`src/rtl/gfd_pkg.sv`:
```
package gfd_pkg;

    localparam int unsigned HUNT_LIMIT_DEF = 20;
    localparam int unsigned PAYLOAD_LEN    = 16;
    localparam int unsigned NUM_WORDS      = 6;
    localparam int unsigned POS_W          = 5;
    localparam int unsigned BTN_W          = 12;
    localparam int unsigned TDATA_OUT_W    = 120;

    localparam logic [7:0] HEADER_RST  = 8'hA5;
    localparam logic [7:0] TRAILER_RST = 8'hA6;

    localparam logic CFG_HEADER  = 1'b0;
    localparam logic CFG_TRAILER = 1'b1;

    typedef enum logic [1:0] {
        S_HUNT    = 2'b01,
        S_COLLECT = 2'b10
    } t_state;

    typedef logic [PAYLOAD_LEN-1:0][7:0] t_payload;

    typedef struct packed {
        logic fire;
        logic good;
    } t_evt;

    typedef struct packed {
        logic [BTN_W-1:0]                buttons;
        logic [7:0]                      combination;
        logic [NUM_WORDS-1:0][15:0]      words;
    } t_pad;

    typedef struct packed {
        logic err;
        t_pad pad;
    } t_result;

    function automatic logic [BTN_W-1:0] map_buttons(
        input logic [7:0] b14,
        input logic [7:0] b15,
        input logic [7:0] b16
    );
        map_buttons = {b16[0], b15[6], b15[5], b15[4], b15[3], b15[2],
                       b14[7], b14[6], b14[4], b14[3], b14[1], b14[0]};
    endfunction

endpackage

```
`src/rtl/gfd_deframe.sv`:
```
module gfd_deframe #(
    parameter int unsigned HUNT_LIMIT = gfd_pkg::HUNT_LIMIT_DEF
) (
    input  logic              i_clk,
    input  logic              i_rst_n,
    input  logic              i_cfg_we,
    input  logic              i_cfg_addr,
    input  logic [7:0]        i_cfg_wdata,
    input  logic              i_s_tvalid,
    output logic              o_s_tready,
    input  logic [7:0]        i_s_tdata,
    input  logic              i_slot_free,
    output gfd_pkg::t_evt     o_evt,
    output gfd_pkg::t_payload o_payload
);

    localparam int unsigned CNT_W = $clog2(HUNT_LIMIT + 1);

    logic                  r_in_valid;
    logic [7:0]            r_in_byte;
    logic [7:0]            r_header;
    logic [7:0]            r_trailer;
    gfd_pkg::t_state       r_state;
    gfd_pkg::t_state       n_state;
    logic [gfd_pkg::POS_W-1:0] r_pos;
    logic [gfd_pkg::POS_W-1:0] n_pos;
    logic [CNT_W-1:0]      r_hunt;
    logic [CNT_W-1:0]      n_hunt;
    gfd_pkg::t_payload     r_payload;
    logic                  w_proc;
    logic                  w_store;
    gfd_pkg::t_evt         w_evt;

    assign o_s_tready = !r_in_valid || i_slot_free;
    assign w_proc     = r_in_valid && i_slot_free;

    always_ff @(posedge i_clk) begin
        if (!i_rst_n) begin
            r_in_valid <= 1'b0;
        end else if (o_s_tready) begin
            r_in_valid <= i_s_tvalid;
        end
    end

    always_ff @(posedge i_clk) begin
        if (o_s_tready && i_s_tvalid) begin
            r_in_byte <= i_s_tdata;
        end
    end

    always_ff @(posedge i_clk) begin
        if (!i_rst_n) begin
            r_header  <= gfd_pkg::HEADER_RST;
            r_trailer <= gfd_pkg::TRAILER_RST;
        end else if (i_cfg_we) begin
            case (i_cfg_addr)
                gfd_pkg::CFG_HEADER:  r_header  <= i_cfg_wdata;
                gfd_pkg::CFG_TRAILER: r_trailer <= i_cfg_wdata;
                default: ;
            endcase
        end
    end

    always_comb begin
        n_state = r_state;
        n_pos   = r_pos;
        n_hunt  = r_hunt;
        w_evt   = '0;
        w_store = 1'b0;
        if (w_proc) begin
            case (r_state)
                gfd_pkg::S_HUNT: begin
                    if (r_in_byte == r_header) begin
                        n_state = gfd_pkg::S_COLLECT;
                        n_pos   = '0;
                        n_hunt  = '0;
                    end else if (r_hunt >= CNT_W'(HUNT_LIMIT)) begin
                        n_hunt     = '0;
                        w_evt.fire = 1'b1;
                    end else begin
                        n_hunt = r_hunt + CNT_W'(1);
                    end
                end
                gfd_pkg::S_COLLECT: begin
                    if (r_pos < gfd_pkg::POS_W'(gfd_pkg::PAYLOAD_LEN)) begin
                        w_store = 1'b1;
                        n_pos   = r_pos + gfd_pkg::POS_W'(1);
                    end else begin
                        n_state    = gfd_pkg::S_HUNT;
                        n_pos      = '0;
                        n_hunt     = '0;
                        w_evt.fire = 1'b1;
                        w_evt.good = (r_in_byte == r_trailer);
                    end
                end
                default: begin
                    n_state = gfd_pkg::S_HUNT;
                    n_pos   = '0;
                    n_hunt  = '0;
                end
            endcase
        end
    end

    always_ff @(posedge i_clk) begin
        if (!i_rst_n) begin
            r_state <= gfd_pkg::S_HUNT;
            r_pos   <= '0;
            r_hunt  <= '0;
        end else begin
            r_state <= n_state;
            r_pos   <= n_pos;
            r_hunt  <= n_hunt;
        end
    end

    always_ff @(posedge i_clk) begin
        if (w_store) begin
            r_payload[r_pos[gfd_pkg::POS_W-2:0]] <= r_in_byte;
        end
    end

    assign o_evt     = w_evt;
    assign o_payload = r_payload;

endmodule

```
`src/rtl/gfd_unpack.sv`:
```
module gfd_unpack (
    input  logic              i_clk,
    input  logic              i_rst_n,
    input  gfd_pkg::t_evt     i_evt,
    input  gfd_pkg::t_payload i_payload,
    input  logic              i_m_tready,
    output logic              o_slot_free,
    output logic              o_valid,
    output gfd_pkg::t_result  o_result
);

    gfd_pkg::t_pad    w_unp;
    gfd_pkg::t_pad    r_held;
    gfd_pkg::t_result r_out;
    logic             r_out_valid;

    always_comb begin
        for (int k = 0; k < gfd_pkg::NUM_WORDS; k++) begin
            w_unp.words[k] = {i_payload[2*k+1], i_payload[2*k]};
        end
        w_unp.combination = i_payload[12];
        w_unp.buttons     = gfd_pkg::map_buttons(i_payload[13], i_payload[14],
                                                 i_payload[15]);
    end

    assign o_slot_free = !r_out_valid || i_m_tready;

    always_ff @(posedge i_clk) begin
        if (!i_rst_n) begin
            r_out_valid <= 1'b0;
            r_held      <= '0;
        end else begin
            if (o_slot_free) begin
                r_out_valid <= i_evt.fire;
            end
            if (i_evt.fire && i_evt.good) begin
                r_held <= w_unp;
            end
        end
    end

    always_ff @(posedge i_clk) begin
        if (i_evt.fire) begin
            if (i_evt.good) begin
                r_out <= '{err: 1'b0, pad: w_unp};
            end else begin
                r_out <= '{err: 1'b1, pad: r_held};
            end
        end
    end

    assign o_valid  = r_out_valid;
    assign o_result = r_out;

endmodule

```
`src/rtl/gamepad_frame_deframer_unit.sv`:
```
// Serial gamepad frame deframer. Each input transfer carries one received byte. While
// hunting, the block waits for the header byte and emits an error result (tuser high)
// after more than HUNT_LIMIT other bytes in a row. After a header it stores 16 payload
// bytes and checks the next byte against the trailer; a match emits the unpacked axes,
// triggers, combination byte and buttons, which are also held, and a mismatch emits an
// error carrying the values held from the last good frame. Every byte passes through an
// input register and the control logic, and a result sits in the output register, so one
// byte is taken per clock while the output side is not stalled. The user must write header
// and trailer values through the configuration port only while the block is idle; the
// block itself does not enforce this.
module gamepad_frame_deframer_unit #(
    parameter int unsigned HUNT_LIMIT = gfd_pkg::HUNT_LIMIT_DEF
) (
    input  logic                            i_clk,
    input  logic                            i_rst_n,
    input  logic                            i_cfg_we,
    input  logic                            i_cfg_addr,
    input  logic [7:0]                      i_cfg_wdata,
    input  logic                            s_axis_tvalid,
    output logic                            s_axis_tready,
    // Fields from bit 0: rx_byte[7:0].
    input  logic [7:0]                      s_axis_tdata,
    output logic                            m_axis_tvalid,
    input  logic                            m_axis_tready,
    // Fields from bit 0: left_horizontal, left_vertical, right_horizontal,
    // right_vertical, left_trigger, right_trigger (16 bits each), combination (8),
    // buttons (12), zero fill (4).
    output logic [gfd_pkg::TDATA_OUT_W-1:0] m_axis_tdata,
    // Fields from bit 0: frame_error.
    output logic                            m_axis_tuser
);

    gfd_pkg::t_evt     w_evt;
    gfd_pkg::t_payload w_payload;
    gfd_pkg::t_result  w_result;
    logic              w_slot_free;

    gfd_deframe #(
        .HUNT_LIMIT (HUNT_LIMIT)
    ) u_deframe (
        .i_clk       (i_clk),
        .i_rst_n     (i_rst_n),
        .i_cfg_we    (i_cfg_we),
        .i_cfg_addr  (i_cfg_addr),
        .i_cfg_wdata (i_cfg_wdata),
        .i_s_tvalid  (s_axis_tvalid),
        .o_s_tready  (s_axis_tready),
        .i_s_tdata   (s_axis_tdata),
        .i_slot_free (w_slot_free),
        .o_evt       (w_evt),
        .o_payload   (w_payload)
    );

    gfd_unpack u_unpack (
        .i_clk       (i_clk),
        .i_rst_n     (i_rst_n),
        .i_evt       (w_evt),
        .i_payload   (w_payload),
        .i_m_tready  (m_axis_tready),
        .o_slot_free (w_slot_free),
        .o_valid     (m_axis_tvalid),
        .o_result    (w_result)
    );

    assign m_axis_tdata = {{(gfd_pkg::TDATA_OUT_W - $bits(gfd_pkg::t_pad)){1'b0}},
                           w_result.pad};
    assign m_axis_tuser = w_result.err;

    a_fire_has_slot: assert property (@(posedge i_clk) disable iff (!i_rst_n)
        w_evt.fire |-> w_slot_free)
        else $error("result produced while the output register is occupied");

    a_good_result: assert property (@(posedge i_clk) disable iff (!i_rst_n)
        (w_evt.fire && w_evt.good) |=> (m_axis_tvalid && !m_axis_tuser))
        else $error("good frame did not give an error-free result");

    a_stall_source: assert property (@(posedge i_clk) disable iff (!i_rst_n)
        !s_axis_tready |-> m_axis_tvalid)
        else $error("input stalled without a pending result");

endmodule

```
`config.mk`:
```
export PLATFORM = sky130hd
export DESIGN_NAME = gamepad_frame_deframer_unit
export DESIGN_NICKNAME = d
export VERILOG_FILES = /design/src/rtl/gfd_pkg.sv /design/src/rtl/gfd_deframe.sv /design/src/rtl/gfd_unpack.sv /design/src/rtl/gamepad_frame_deframer_unit.sv
export SDC_FILE = /design/constraint.sdc
export NUM_CORES = 1
export LEC_CHECK = 0
export BUFFER_PORTS_ARGS = -buffer_cell sky130_fd_sc_hd__buf_2
export CAP_MARGIN = 25
export CORE_MARGIN = 4
export CORE_UTILIZATION = 45
export CTS_CLUSTER_SIZE = 14
export DETAILED_ROUTE_END_ITERATION = 12
export GPL_TIMING_DRIVEN = 0
export SYNTH_ARGS = -nofsm -noshare
export SYNTH_HDL_FRONTEND = slang
export SYNTH_SLANG_ARGS = --single-unit
```
`constraint.sdc`:
```
create_clock -name i_clk -period 14.85 [get_ports i_clk]
set_input_delay 0.7425 -clock i_clk [delete_from_list [all_inputs] [get_ports i_clk]]
set_output_delay 0.7425 -clock i_clk [all_outputs]
set_load 0.005 [all_outputs]
```
* Word-level counts from Yosys, hierarchy flattened
Index checks and enable logic that the tools add are counted.
Word-level totals: input bits 22, register bits 399, output and inout bits 123
Operators by class: muxes and demuxes 23, bitwise gates (word level) 1, magnitude comparators 4, reductions and logical operators 13, add/sub/neg operators 2, equality and inequality tests 6
Operators with widths (number):
- 128-bit bitwise mux | 1
- 117-bit 2-to-1 mux | 1
- 8-bit demux with 4-bit select | 1
- 5-bit 2-to-1 mux | 5
- 5-bit case mux with 2 select lines | 2
- 8-bit == test | 2
- 5-bit by 1-bit adder with 5-bit output (second input constant) | 2
- 2-bit 2-to-1 mux | 4
- 8-bit 2-to-1 mux | 1
- 2-bit AND reduction | 4
- 1-bit 2-to-1 mux | 6
- 5-bit >= comparator (second input constant) | 1
- 4-bit by 5-bit less-than comparator with 1-bit output (second input constant) | 1
- 5-bit less-than comparator (second input constant) | 1
- 4-bit by 1-bit >= comparator with 1-bit output (second input constant) | 1
- 1-bit logical AND | 4
- 2-bit case mux with 2 select lines | 1
- 3-bit AND reduction | 1
- 2-bit by 1-bit == test with 1-bit output (second input constant) | 1
- 2-bit == test (second input constant) | 1
- 1-bit zero test | 2
- 1-bit logical OR | 2
- 2-bit by 1-bit != test with 1-bit output (second input constant) | 1
- 2-bit != test (second input constant) | 1
- 2 further kinds | 2

* Longest topological paths before layout
depth after elaboration 6, mapped depth 10

* By module
A second synthesis with hierarchy kept.
Unflattened totals: cell total of the unflattened synthesis 1137, area, all modules 15233.4 µm²
Modules (own cells, without submodules):
- gfd_unpack | seq. area each 5855.6 µm², cells an instance 781, instances 1, area an instance 9501.6 µm²
- gfd_deframe | seq. area each 4664.5 µm², cells an instance 351, instances 1, area an instance 5698.0 µm²
- gamepad_frame_deframer_unit | seq. area each 0.0 µm², cells an instance 5, instances 1, area an instance 33.8 µm²

* Least setup slack after synthesis
No wires, ideal clock.
path type register to register, from register u_deframe.r_in_byte[4], to register u_unpack.r_out, in the netlist u_unpack.o_result[0] (enable), stages on the path, launching flop included 6, arrival 6.974 ns, period minus slack after synthesis 7.606 ns, path slack 7.244 ns, path through edfxtp_1 > xor2_1 > nor4_1 > a21boi_0 > nand2b_1 > a21oi_1
RTL lines:
- start, declared | RTL line gfd_deframe.sv:20 | logic [7:0] r_in_byte;
- start signal, assigned | RTL line gfd_deframe.sv:47 | r_in_byte <= i_s_tdata;
- end signal, assigned | RTL line gfd_unpack.sv:45 | r_out <= '{err: 1'b0, pad: w_unp};
- end signal, assigned | RTL line gfd_unpack.sv:47 | r_out <= '{err: 1'b1, pad: r_held};
- end, declared | RTL line gfd_unpack.sv:14 | gfd_pkg::t_result r_out;

==> impl_metrics.ini <==
[run_status]
status = finished, final reports clean

[grt]
grt-ovfl-total = 0
antenna_found_initial = 1
grt_pass1_wl_mm = 46.4
grt_max_degree = 31
grt_pass1_vias = 8063
grt_usage_pct = 16.8

[detailed_routing]
wl_mm = 29.9
drc = 0
drtPass1Iterations = 4
wl_met1_mm = 14.1
highest_layer = met4
antenna_left = 0
num_vias = 7975
via_per_inst = 5.00
wl_met2_mm = 13.7
wl_met3_mm = 1.67
first_iter_violations = 420
wl_per_cell_um = 18.7

[yosys]
yosysMostFrequentCell = edfxtp_1
async_reset_ff_share_pct = 0
yosys_warnings = 0
yosysSeqAreaShare_pct = 70.1
syn_area_per_cell_um2 = 15.0
synth_area_leaders = edfxtp_1, dfxtp_1, mux2i_1, mux2_2, nor2_1
synth_top_area_share_pct = 49.9
yosys.area.top_type = edfxtp_1
synth-main-ff-cell = edfxtp_1
synth_edf_count = 241
synthCells = 967
synth_cell_types = 41
syn_area_mm2 = 0.0145
ys_ff_latch = 387
ys_top_cells_by_count = edfxtp_1, dfxtp_1, nor2_1, mux2i_1, mux2_2

[sta]
fmax_mhz = 280
hold_viol_final = 0
setup_tns_ns = 0
slew_viol_final = 0
fin_crit_sh_pct = 24.0
maxSlewHeadroom_pct = 30.2
tightest_slew_ns = 1.05
setup_viol = 0
finalCriticalPeriod_ns = 3.57
fin_skew_ns = 0.00842
rsz0062_at_grt = false

[power]
power_density_mw_per_mm2 = 125
p_int_mw = 1.72
switching_share_pct = 20.1
clkPwrFrac_pct = 44.6
ir_worst_vdd_mv = 0.0821
combPwrFrac_pct = 1.7
p_leak_nw = 6.80
seq_power_share_pct = 53.7
power_mw = 2.15
power.switching_uw = 432

[worst_setup_path]
cpMostUsedCell = buf_12
arrival_ns = 3.78
cp-start-kind = register
crit_chain = xor2_1 -> nor4_1 -> a21boi_0 -> nand2b_1 -> a21oi_4 -> buf_12 -> buf_12
worst_r2r_path_depth = 7
endpoint_kind = register
cpPeakStageDelay_ns = 1.04
critPathTopFamily = compound AO/OA/AOI/OAI gates
critical_path_depth = 7
crit_type = reg2reg
critPathBufInv = 2
crit_slowest_cell = edfxtp_1
crit_fanout = 30
crit_required_ns = 15.06

[placement]
gp_congestion = 0.760
hpwl_mm = 19.2
dp_cells = 1521
portBuffers = 140
dpl_cell_area_mm2 = 0.0159

[clocking]
clkTransAtPathRegs_ns = 0.06
cts_tree = built
cts_sinks = 387
holdBufCountCts = 0
clk_path_buf_depth = 3
cts-root-buf = clkbuf_16
post-cts-setup-buffers = 0
cts_resized = 0
htree_levels = 2
worstSkewPairLatency_ns = 0.52
numCtsBuffers = 40

[cells_and_area]
multi_input_area_mm2 = 0.00405
layout-drive-gt1-share_pct = 29.9
post-route-util_pct = 54.4
seq_area_mm2 = 0.0102
final_cells = 1596
final_area_mm2 = 0.0172
num_antenna_cells = 0
fin_nets = 1193
syn2layout_area_growth_pct = 18.6
fillCellCount = 2626

[worst_hold_path]
hold_class = in2reg
hold_depth = 1

[floorplanning]
start_util_pct = 45.8
die_y_um = 188
fp.coreArea_mm2 = 0.0316
rows = 65
die_w_um = 188
io_pins = 145
die_area_mm2 = 0.0352

[job]
drv_cap = 0
[power groups by stage]
stage	registers, mW	clock network (mW)	logic (mW)
after global placement	1.18	0	0.0264
after CTS	1.16	0.986	0.0328
after floorplan	1.17	0	0.0170
after detailed placement	1.18	0	0.0327
final	1.15	0.961	0.0365
after global routing	1.15	1.04	0.0405
[flip-flops by register name, summed over array words and instances, names as in the netlist]
signal	flops
u_deframe.r_in_byte	8
u_unpack.o_valid	1
u_unpack.r_held	116
u_deframe.r_trailer	8
u_deframe.r_in_valid	1
u_deframe.r_state	2
u_deframe.o_payload	116
u_deframe.r_hunt	5
u_deframe.r_header	8
u_deframe.r_pos	5
u_unpack.o_result	117
[worst register-to-register path: stages (launching register included)]
cell	delay (ns)
edfxtp_1	1.04
xor2_1	0.21
nor4_1	0.09
a21boi_0	0.56
nand2b_1	0.23
a21oi_4	0.62
buf_12	0.27
buf_12	0.23
[cell type report]
| cell class | count | area share (%) |
|---|---|---|
| clock inverter | 15 | 0.764 |
| timing repair buffer | 151 | 5.22 |
| buffer | 53 | 1.74 |
| multi-input combinational | 523 | 23.5 |
| sequential | 387 | 59.1 |
| inverter | 7 | 0.153 |
| tap | 402 | 2.93 |
| clock buffer | 58 | 6.57 |
[through the flow]
step / worst slack [ns] / hold WS [ns]
after floorplan: 7.24 / 0.448
after global placement: 3.59 / 0.458
after detailed placement: 11.23 / 0.464
after CTS: 11.20 / 0.365
after global routing: 11.02 / 0.377
final: 11.28 / 0.397
[worst paths after layout]
path	from	end	slack [ns]
max	u_deframe.r_in_byte[5]	u_unpack.o_result[61]	11.28
max reg2reg	u_deframe.r_in_byte[5]	u_unpack.o_result[61]	11.28
min reg2reg	u_deframe.r_trailer[6]	u_deframe.r_trailer[6]	0.47
min	s_axis_tdata[2]	u_deframe.r_in_byte[2]	0.40
[layer usage]
metal,global-route usage [%],vias up
met4,3.59,0
met2,26.6,195
met1,24.5,3876
li1,-,3864
met5,0,-
met3,3.28,40
[logic make-up after synthesis]
family | count (synthesis) | share of synthesized area [%]
AOI/OAI and AO/OA | 28 | 1.23
xor gates and xnor gates | 16 | 0.966
adders and majority gates | 8 | 0.690
buffers and inverters | 60 | 2.24
DFF | 387 | 70.1
muxes | 234 | 17.9
other | 1 | 0.0259
and+or+nand+nor | 233 | 6.87
[cell usage in the layout (no fill, tap or decap), types with 5 or more instances in the layout]
cell / instances
nor2b_1: 12
xnor2_1: 5
buf_2: 159
nor3_1: 5
dfxtp_1: 146
clkbuf_16: 41
nand2_1: 51
a21oi_1: 12
ha_1: 8
mux2_2: 87
inv_1: 7
nand3_1: 14
nor2_1: 125
mux2_4: 29
clkbuf_1: 35
buf_6: 8
nand2b_1: 6
buf_4: 5
clkinv_2: 6
edfxtp_1: 241
xor2_1: 11
mux2i_1: 118
No activity file was read; power rests on OpenSTA's default activity.
